### src/rtl/telemetry_command_frame_parser_top_defines.svh
// Assertion macros shared by the telemetry command frame parser RTL.
`ifndef TELEMETRY_COMMAND_FRAME_PARSER_TOP_DEFINES_SVH
`define TELEMETRY_COMMAND_FRAME_PARSER_TOP_DEFINES_SVH

`ifndef ASSERT_OFF

`define TCFP_ASSERT(name, clk, rst_n, prop) \
    name: assert property (@(posedge clk) disable iff (!rst_n) (prop)) \
        else $error("tcfp assertion failed");

`define TCFP_ASSERT_IMPL(name, clk, rst_n, ante, cons) \
    name: assert property (@(posedge clk) disable iff (!rst_n) (ante) |-> (cons)) \
        else $error("tcfp implication failed");

`define TCFP_ASSERT_NEXT(name, clk, rst_n, ante, cons) \
    name: assert property (@(posedge clk) disable iff (!rst_n) (ante) |=> (cons)) \
        else $error("tcfp next-cycle check failed");

`else

`define TCFP_ASSERT(name, clk, rst_n, prop)
`define TCFP_ASSERT_IMPL(name, clk, rst_n, ante, cons)
`define TCFP_ASSERT_NEXT(name, clk, rst_n, ante, cons)

`endif

`endif

### src/rtl/tcfp_pkg.sv
// Types and constants of the telemetry command frame parser.
package tcfp_pkg;

    localparam int MAX_PAYLOAD  = 49;
    localparam int STORE_DEPTH  = 18;
    localparam int STORE_IDX_W  = $clog2(STORE_DEPTH);
    localparam int GAIN_COUNT   = 9;
    localparam int QUEUE_DEPTH  = 2;

    localparam logic [7:0] HDR_FIRST   = 8'hAA;
    localparam logic [7:0] HDR_SECOND  = 8'hAF;
    localparam logic [7:0] FUNC_LIMIT  = 8'hF1;
    localparam logic [7:0] FUNC_QUERY  = 8'h02;
    localparam logic [7:0] CMD_PID     = 8'h01;
    localparam logic [7:0] CMD_VERSION = 8'hA0;
    localparam logic [7:0] FUNC_GAINS  = 8'h10;
    localparam logic [7:0] FUNC_ACK_A  = 8'h11;
    localparam logic [7:0] FUNC_ACK_B  = 8'h12;

    typedef enum logic [2:0] {
        PH_HDR1,
        PH_HDR2,
        PH_FUNC,
        PH_LEN,
        PH_PAYLOAD,
        PH_CSUM
    } phase_t;

    typedef enum logic [1:0] {
        EV_PID,
        EV_VERSION,
        EV_GAINS,
        EV_ACK
    } event_t;

    typedef struct packed {
        event_t                          event_res;
        logic [7:0]                      func;
        logic [7:0]                      sum;
        logic [GAIN_COUNT-1:0][15:0]     gains;
    } item_t;

endpackage

### src/rtl/tcfp_front.sv
// Frame hunter: header, function, length, payload and checksum parsing.
module tcfp_front (
    input  logic             aclk,
    input  logic             aresetn,
    input  logic             byte_valid,
    input  logic [7:0]       rx_byte,
    output logic             push,
    output tcfp_pkg::item_t  push_item
);

    tcfp_pkg::phase_t                 phase_reg, phase_next;
    logic [5:0]                       bytes_left_reg, bytes_left_next;
    logic [5:0]                       index_reg, index_next;
    logic [7:0]                       sum_reg, sum_next;
    logic [7:0]                       func_reg, func_next;
    logic [7:0] store_reg  [tcfp_pkg::STORE_DEPTH];
    logic [7:0] store_next [tcfp_pkg::STORE_DEPTH];

    always_ff @(posedge aclk) begin
        if (!aresetn) begin
            phase_reg      <= tcfp_pkg::PH_HDR1;
            bytes_left_reg <= '0;
            index_reg      <= '0;
            sum_reg        <= '0;
            func_reg       <= '0;
            for (int i = 0; i < tcfp_pkg::STORE_DEPTH; i++) begin
                store_reg[i] <= '0;
            end
        end else begin
            phase_reg      <= phase_next;
            bytes_left_reg <= bytes_left_next;
            index_reg      <= index_next;
            sum_reg        <= sum_next;
            func_reg       <= func_next;
            for (int i = 0; i < tcfp_pkg::STORE_DEPTH; i++) begin
                store_reg[i] <= store_next[i];
            end
        end
    end

    always_comb begin
        // Gain words are built from the stored payload; the back end zeroes them
        // for every event other than a gain load.
        for (int k = 0; k < tcfp_pkg::GAIN_COUNT; k++) begin
            push_item.gains[k] = {store_reg[2*k], store_reg[2*k+1]};
        end
        push_item.func      = func_reg;
        push_item.sum       = rx_byte;
        phase_next          = phase_reg;
        bytes_left_next     = bytes_left_reg;
        index_next          = index_reg;
        sum_next            = sum_reg;
        func_next           = func_reg;
        store_next          = store_reg;
        push                = 1'b0;
        push_item.event_res = tcfp_pkg::EV_ACK;

        if (byte_valid) begin
            unique case (phase_reg)
                tcfp_pkg::PH_HDR1: begin
                    if (rx_byte == tcfp_pkg::HDR_FIRST) begin
                        phase_next = tcfp_pkg::PH_HDR2;
                        sum_next   = rx_byte;
                    end
                end
                tcfp_pkg::PH_HDR2: begin
                    if (rx_byte == tcfp_pkg::HDR_SECOND) begin
                        phase_next = tcfp_pkg::PH_FUNC;
                        sum_next   = sum_reg + rx_byte;
                    end else begin
                        phase_next = tcfp_pkg::PH_HDR1;
                    end
                end
                tcfp_pkg::PH_FUNC: begin
                    if (rx_byte < tcfp_pkg::FUNC_LIMIT) begin
                        phase_next = tcfp_pkg::PH_LEN;
                        func_next  = rx_byte;
                        sum_next   = sum_reg + rx_byte;
                    end else begin
                        phase_next = tcfp_pkg::PH_HDR1;
                    end
                end
                tcfp_pkg::PH_LEN: begin
                    if (rx_byte <= 8'(tcfp_pkg::MAX_PAYLOAD)) begin
                        bytes_left_next = rx_byte[5:0];
                        index_next      = '0;
                        sum_next        = sum_reg + rx_byte;
                        // An empty frame goes straight to its checksum byte.
                        phase_next      = (rx_byte == 8'd0) ? tcfp_pkg::PH_CSUM
                                                            : tcfp_pkg::PH_PAYLOAD;
                    end else begin
                        phase_next = tcfp_pkg::PH_HDR1;
                    end
                end
                tcfp_pkg::PH_PAYLOAD: begin
                    if (bytes_left_reg != 6'd0) begin
                        if (index_reg < 6'(tcfp_pkg::STORE_DEPTH)) begin
                            store_next[index_reg[tcfp_pkg::STORE_IDX_W-1:0]] = rx_byte;
                        end
                        index_next      = index_reg + 6'd1;
                        bytes_left_next = bytes_left_reg - 6'd1;
                        sum_next        = sum_reg + rx_byte;
                        if (bytes_left_reg == 6'd1) begin
                            phase_next = tcfp_pkg::PH_CSUM;
                        end
                    end else begin
                        phase_next = tcfp_pkg::PH_HDR1;
                    end
                end
                tcfp_pkg::PH_CSUM: begin
                    phase_next = tcfp_pkg::PH_HDR1;
                    if (rx_byte == sum_reg) begin
                        unique case (func_reg)
                            tcfp_pkg::FUNC_QUERY: begin
                                if (store_reg[0] == tcfp_pkg::CMD_PID) begin
                                    push                = 1'b1;
                                    push_item.event_res = tcfp_pkg::EV_PID;
                                end else if (store_reg[0] == tcfp_pkg::CMD_VERSION) begin
                                    push                = 1'b1;
                                    push_item.event_res = tcfp_pkg::EV_VERSION;
                                end
                            end
                            tcfp_pkg::FUNC_GAINS: begin
                                push                = 1'b1;
                                push_item.event_res = tcfp_pkg::EV_GAINS;
                            end
                            tcfp_pkg::FUNC_ACK_A,
                            tcfp_pkg::FUNC_ACK_B: begin
                                push                = 1'b1;
                                push_item.event_res = tcfp_pkg::EV_ACK;
                            end
                            default: begin
                                push = 1'b0;
                            end
                        endcase
                    end
                end
                default: begin
                    phase_next = tcfp_pkg::PH_HDR1;
                end
            endcase
        end
    end

endmodule

### src/rtl/tcfp_queue.sv
// Short queue of decoded frames between the parser and the output stage.
`include "telemetry_command_frame_parser_top_defines.svh"

module tcfp_queue #(
    parameter int DEPTH = tcfp_pkg::QUEUE_DEPTH
) (
    input  logic             aclk,
    input  logic             aresetn,
    input  logic             push,
    input  tcfp_pkg::item_t  push_item,
    input  logic             pop,
    output tcfp_pkg::item_t  head_item,
    output logic             full,
    output logic             empty
);

    localparam int PTR_W = $clog2(DEPTH);
    localparam int CNT_W = $clog2(DEPTH + 1);

    tcfp_pkg::item_t  mem [DEPTH];
    logic [PTR_W-1:0] wr_ptr_reg, wr_ptr_next;
    logic [PTR_W-1:0] rd_ptr_reg, rd_ptr_next;
    logic [CNT_W-1:0] count_reg, count_next;

    always_ff @(posedge aclk) begin
        if (push) begin
            mem[wr_ptr_reg] <= push_item;
        end
    end

    always_ff @(posedge aclk) begin
        if (!aresetn) begin
            wr_ptr_reg <= '0;
            rd_ptr_reg <= '0;
            count_reg  <= '0;
        end else begin
            wr_ptr_reg <= wr_ptr_next;
            rd_ptr_reg <= rd_ptr_next;
            count_reg  <= count_next;
        end
    end

    always_comb begin
        wr_ptr_next = wr_ptr_reg;
        rd_ptr_next = rd_ptr_reg;
        count_next  = count_reg;
        if (push) begin
            wr_ptr_next = (wr_ptr_reg == PTR_W'(DEPTH - 1)) ? '0 : wr_ptr_reg + 1'b1;
        end
        if (pop) begin
            rd_ptr_next = (rd_ptr_reg == PTR_W'(DEPTH - 1)) ? '0 : rd_ptr_reg + 1'b1;
        end
        if (push && !pop) begin
            count_next = count_reg + 1'b1;
        end else if (pop && !push) begin
            count_next = count_reg - 1'b1;
        end
    end

    assign head_item = mem[rd_ptr_reg];
    assign full      = (count_reg == CNT_W'(DEPTH));
    assign empty     = (count_reg == '0);

    `TCFP_ASSERT(a_count_bound, aclk, aresetn, count_reg <= CNT_W'(DEPTH))
    `TCFP_ASSERT_IMPL(a_no_overflow, aclk, aresetn, push, !full || pop)
    `TCFP_ASSERT_IMPL(a_no_underflow, aclk, aresetn, pop, !empty)
    `TCFP_ASSERT_NEXT(a_count_up, aclk, aresetn, push && !pop, count_reg == $past(count_reg) + 1'b1)

endmodule

### src/rtl/tcfp_back.sv
// Output stage: takes decoded frames from the queue and holds the result transfer.
module tcfp_back (
    input  logic             aclk,
    input  logic             aresetn,
    input  logic             q_empty,
    input  tcfp_pkg::item_t  head_item,
    output logic             pop,
    input  logic             m_ready,
    output logic             m_valid,
    output tcfp_pkg::item_t  result
);

    logic            valid_reg, valid_next;
    tcfp_pkg::item_t result_reg;

    assign pop = !q_empty && (!valid_reg || m_ready);

    always_comb begin
        valid_next = valid_reg;
        if (pop) begin
            valid_next = 1'b1;
        end else if (m_ready) begin
            valid_next = 1'b0;
        end
    end

    always_ff @(posedge aclk) begin
        if (!aresetn) begin
            valid_reg <= 1'b0;
        end else begin
            valid_reg <= valid_next;
        end
    end

    // Gains are only meaningful for a gain load; other events report zero.
    always_ff @(posedge aclk) begin
        if (pop) begin
            result_reg.event_res <= head_item.event_res;
            result_reg.func      <= head_item.func;
            result_reg.sum       <= head_item.sum;
            result_reg.gains     <= (head_item.event_res == tcfp_pkg::EV_GAINS)
                                    ? head_item.gains : '0;
        end
    end

    assign m_valid = valid_reg;
    assign result  = result_reg;

endmodule

### src/rtl/telemetry_command_frame_parser_top.sv
// Top level of the telemetry command frame parser.
//
// The input channel takes one received byte per transfer on s_rx_byte. The
// parser hunts for the header 0xAA 0xAF, then a function byte, a length byte,
// that many payload bytes and an additive 8-bit checksum. A frame whose
// checksum matches and whose function (and query command) is known yields
// one result transfer on the m_ channel: the event code, the echoed function
// byte and checksum, and for a gain load the nine signed gains in thousandths
// (zero otherwise). A bad checksum or an unknown function gives nothing.
//
// Throughput is one byte per clock while s_ready is high. The result of a
// frame enters the queue at the edge that transfers its checksum byte and
// shows on m_valid once the output register is free to load it. A short queue
// decouples the parser from the output register, so bytes keep flowing while
// a result waits. When the receiver holds m_ready low, results collect in the
// queue; once it is full, s_ready drops until the output register drains.
// Reset clears the parser to hunting the first header byte, clears the stored
// payload, and empties the queue and the output register.
module telemetry_command_frame_parser_top #(
    parameter int QUEUE_DEPTH = tcfp_pkg::QUEUE_DEPTH
) (
    input  logic               aclk,
    input  logic               aresetn,

    input  logic               s_valid,
    output logic               s_ready,
    input  logic [7:0]         s_rx_byte,

    output logic               m_valid,
    input  logic               m_ready,
    output logic [1:0]         m_event_res,
    output logic [7:0]         m_frame_function,
    output logic [7:0]         m_frame_sum,
    output logic signed [15:0] m_roll_p_gain,
    output logic signed [15:0] m_roll_i_gain,
    output logic signed [15:0] m_roll_d_gain,
    output logic signed [15:0] m_pitch_p_gain,
    output logic signed [15:0] m_pitch_i_gain,
    output logic signed [15:0] m_pitch_d_gain,
    output logic signed [15:0] m_yaw_p_gain,
    output logic signed [15:0] m_yaw_i_gain,
    output logic signed [15:0] m_yaw_d_gain
);

    logic            byte_valid;
    logic            push;
    logic            pop;
    logic            q_full;
    logic            q_empty;
    tcfp_pkg::item_t push_item;
    tcfp_pkg::item_t head_item;
    tcfp_pkg::item_t result;

    // A byte is only taken while the queue can absorb a possible result.
    assign s_ready    = !q_full;
    assign byte_valid = s_valid && s_ready;

    tcfp_front u_front (
        .aclk       (aclk),
        .aresetn    (aresetn),
        .byte_valid (byte_valid),
        .rx_byte    (s_rx_byte),
        .push       (push),
        .push_item  (push_item)
    );

    tcfp_queue #(
        .DEPTH (QUEUE_DEPTH)
    ) u_queue (
        .aclk      (aclk),
        .aresetn   (aresetn),
        .push      (push),
        .push_item (push_item),
        .pop       (pop),
        .head_item (head_item),
        .full      (q_full),
        .empty     (q_empty)
    );

    tcfp_back u_back (
        .aclk      (aclk),
        .aresetn   (aresetn),
        .q_empty   (q_empty),
        .head_item (head_item),
        .pop       (pop),
        .m_ready   (m_ready),
        .m_valid   (m_valid),
        .result    (result)
    );

    // Gain words follow payload order: roll, pitch, yaw; P, I, D within each.
    assign m_event_res      = result.event_res;
    assign m_frame_function = result.func;
    assign m_frame_sum      = result.sum;
    assign m_roll_p_gain    = result.gains[0];
    assign m_roll_i_gain    = result.gains[1];
    assign m_roll_d_gain    = result.gains[2];
    assign m_pitch_p_gain   = result.gains[3];
    assign m_pitch_i_gain   = result.gains[4];
    assign m_pitch_d_gain   = result.gains[5];
    assign m_yaw_p_gain     = result.gains[6];
    assign m_yaw_i_gain     = result.gains[7];
    assign m_yaw_d_gain     = result.gains[8];

endmodule
### config.mk
export PLATFORM = sky130hd
export DESIGN_NAME = telemetry_command_frame_parser_top
export DESIGN_NICKNAME = d
export VERILOG_FILES = /design/src/rtl/tcfp_pkg.sv /design/src/rtl/tcfp_front.sv /design/src/rtl/tcfp_queue.sv /design/src/rtl/tcfp_back.sv /design/src/rtl/telemetry_command_frame_parser_top.sv
export VERILOG_INCLUDE_DIRS = /design/src /design/src/rtl
export SDC_FILE = /design/constraint.sdc
export NUM_CORES = 1
export LEC_CHECK = 0
export ABC_AREA = 0
export BUFFER_PORTS_ARGS = -buffer_cell sky130_fd_sc_hd__buf_2
export CAP_MARGIN = 20
export CORE_MARGIN = 1
export CORE_UTILIZATION = 54
export CTS_CLUSTER_DIAMETER = 150
export DETAILED_ROUTE_END_ITERATION = 10
export PLACE_DENSITY = 0.73
export SKIP_LAST_GASP = 1
export SYNTH_ARGS = -nofsm -noshare
export SYNTH_HDL_FRONTEND = slang
export SYNTH_SLANG_ARGS = --single-unit
### constraint.sdc
create_clock -name aclk -period 8.95 [get_ports aclk]
set_input_delay 0.4475 -clock aclk [delete_from_list [all_inputs] [get_ports aclk]]
set_output_delay 0.4475 -clock aclk [all_outputs]
set_load 0.1 [all_outputs]
==> results.md <==
* Status: completed
* Layout cell share with drive strength beyond 1 at 0.1839
* Chip width at 217.2 um
* Relative slew slack at 0.2628
* Area delta synth->final at 14.99%
* Post-cts sizing count at 0
* Syn Inst Count at 1619
* Commonest non-fill, non-tap cell in the layout: edfxtp_1
* Hold Crit Start: m_ready
* Vias in the first global route at 13.01k
* Avg WL per Cell at 19.64 um
* Initial core utilization at 0.5488
* CORE AREA at 45580 um2
* Multiplexer area fraction after synthesis at 0.1254
* Setup crit start: s_rx_byte[2]
* Vias at 13.11k
* Critical path data required time at 9.16 ns
* Int Power at 0.005962 W
* First-pass GRT wire length at 73750 um
* Slowest stage cell, crit path: buf_4
* Switching pwr at 0.003808 W
* Max reg flops at 324
* Placed Instances at 2320
* CP top delay family: buffers and inverters
* Commonest non-fill, non-tap cells in the layout: edfxtp_1 (486), mux2i_1 (292), dfxtp_1 (180), buf_2 (174), nor2_1 (167)
* RSZ-0062 raised after global routing: false
* Largest cells by area after synthesis: edfxtp_1 (58%), dfxtp_1 (14%), mux2i_1 (12%), nor2b_1 (3.9%), nor2_1 (2.5%)
* Clock Latency Late Sink at 0.59 ns
* Post-synthesis compound-gate area fraction at 0.02401
* Final wirelength at 47980 um
* Inserted Clock Buffers at 67
* Top FF cell, synth: edfxtp_1
* LEAKAGE at 9.984 nW
* # DRC at 0
* Die Height at 217.2 um
* Post-synth EDFFs at 486
* Setup TNS at 0 ns
* Total congestion overflow at 0
* Worst-Margin Slew at 1.106 ns
* Hold Crit Class: primary input to register
* Clock power frac at 0.295
* # rows at 78
* Iteration-0 DRC Markers at 1001
* Pin count of the biggest net entering global routing at 110
* Detailed placement HPWL at 28190 um
* Max cap viols at 0
* VDD IR max at 0.0002563 V
* Synth unique cells at 59
* CTS tree: done
* Clock sinks at 667
* Largest buffer count on any clock path at 3
* Main combinational cell family by area after synthesis: multiplexers
* Syn_area_per_cell at 15.45 um2
* Total Routing Usage GR at 0.2046
* Post-CTS Setup Repair Bufs at 0
* Startpoint Class: primary input
* Area share of and/or/nand/nor cells after synthesis at 0.09540
* Die Area at 47180 um2
* Setup Crit Path Kind: primary input to register
* Syn Nets at 1646
* # hold bufs at CTS at 0
* Final nets at 1816
* ANT nets after route at 0
* Final setup viols at 0
* Synthesized-area fraction occupied by adder cells at 0.007804
* CP Capture Type: register
* Sw frac at 0.3898
* N_diodes at 0
* Root buffer cell: clkbuf_16
* H-tree depth at 3
* Count of final max-slew check failures at 0
* Final Hold Fails at 0
* Routability-driven placement congestion ratio at 0.7765
* Vias per cell at 5.368
* Finished Layout Cells at 2443
* Top Ports at 176
* Post-synthesis sequential area ratio at 0.7284
* PortBufs at 175
* Antenna violations before repair at 0
* Fmax at 232.1 MHz
* Post-Synth XOR/XNOR Area at 0.004202
* Pwr dens at 339.7 nW/um2
* Critical Path AT at 4.52 ns
* Reg clk slew, reported paths at 0.06 ns
* Seq cells post-synth at 667
* Ys Warns at 0
* Cell area after synthesis at 25010 um2
* CP max stage delay at 0.74 ns
* Logic pwr share at 0.311
* Flop pwr share at 0.394
* Yosys top cell area share at 0.5835
* Drt pass-1 iters at 5
* Worst path cell trace: buf_2 -> ha_1 -> nor4_1 -> nand3_1 -> nor4_1 -> o21a_1 -> nor2b_4 -> buf_4 -> buf_4
* Worst path bufs/invs at 3
* Share of flip-flops with an asynchronous set or reset at 0
* Final Cycle Share at 0.4815
* Clk_skew at 0.02058 ns
* Minimum clock period at 4.309 ns
* Critical path peak fanout at 70
* Post-synth top area cell: edfxtp_1
final timing paths:
path | end | slack, ns | cells past startpoint
worst max register to register | u_back.result[87] | 4.75 | 5
worst min register to register | u_queue.mem[1][75] | 0.45 | 0
worst max-delay path | u_queue.mem[0][30] | 4.64 | 9
worst min-delay path | u_back.m_valid | 0.31 | 3
stage by stage:
step           hold slack, ns  utilization  instance area, um2  setup slack, ns  total power (W)
2_1_floorplan          0.4249            -               25020            2.063         0.006520
3_3_place_gp           0.4305       0.5798               26420            4.152         0.006960
3_5_place_dp           0.4372       0.5798               26420            4.067         0.006977
4_1_cts                0.2790       0.6311               28760            4.653         0.009850
5_1_grt                0.3075       0.6311               28760            4.367          0.01006
6_report               0.3088       0.6311               28760            4.641         0.009770
synthesized netlist by cell type (5+ instances only):
| cell type | number |
|---|---|
| a21boi_0 | 11 |
| a21oi_1 | 13 |
| and2_1 | 9 |
| buf_1 | 8 |
| buf_2 | 5 |
| clkbuf_1 | 71 |
| dfxtp_1 | 181 |
| edfxtp_1 | 486 |
| ha_1 | 14 |
| inv_1 | 11 |
| mux2_2 | 19 |
| mux2i_1 | 292 |
| nand2_1 | 28 |
| nand2b_1 | 5 |
| nand3_1 | 7 |
| nand4_1 | 5 |
| nor2_1 | 168 |
| nor2_4 | 17 |
| nor2b_1 | 154 |
| nor3_1 | 9 |
| nor4_1 | 5 |
| o21a_1 | 5 |
| o21ai_0 | 26 |
| or3_1 | 7 |
| xor2_1 | 9 |
layer usage:
metal / wire (um) / global-route usage / share of wire / vias up
li1: - / - / - / 6223
met2: 23310 / 0.3354 / 0.49 / 326
met5: 0 / 0 / 0 / -
met4: 990 / 0.06995 / 0.021 / 0
met1: 21410 / 0.2783 / 0.45 / 6497
met3: 2278 / 0.03354 / 0.047 / 68
cell families (layout without fill, tap and decap cells):
kind of cell,count (synthesis),after routing
adder cells (fa/ha/maj),15,15
AND/OR/NAND/NOR,433,433
flip-flops,667,667
multiplexers,311,311
AO/OA/AOI/OAI,85,85
XOR/XNOR,12,12
buffers and inverters,96,320
power groups by stage:
stage	combinational (W)	clock, W	sequential [W]
6_report	0.00304	0.00288	0.00385
3_5_place_dp	0.00306	0	0.00392
3_3_place_gp	0.00304	0	0.00392
2_1_floorplan	0.000723	0	0.00580
4_1_cts	0.00306	0.00293	0.00386
5_1_grt	0.00314	0.00304	0.00388
worst min-delay path: cells and delay by family:
| family | cells | cell delay (ns) |
|---|---|---|
| simple gates | 1 | 0.07 |
| buf+inv | 1 | 0.07 |
| compound gates | 1 | 0.25 |
area by class of cell:
cell class | count | area, um2
Clock inverter | 11 | 151.4
Sequential cell | 667 | 18220
Clock buffer | 112 | 2187
Inverter | 11 | 41.29
Timing Repair Buffer | 186 | 960.9
Fill cell | 3274 | 16810
Multi-Input combinational cell | 856 | 6449
Tap cell | 600 | 750.7
(Power assumes the default switching activity.)
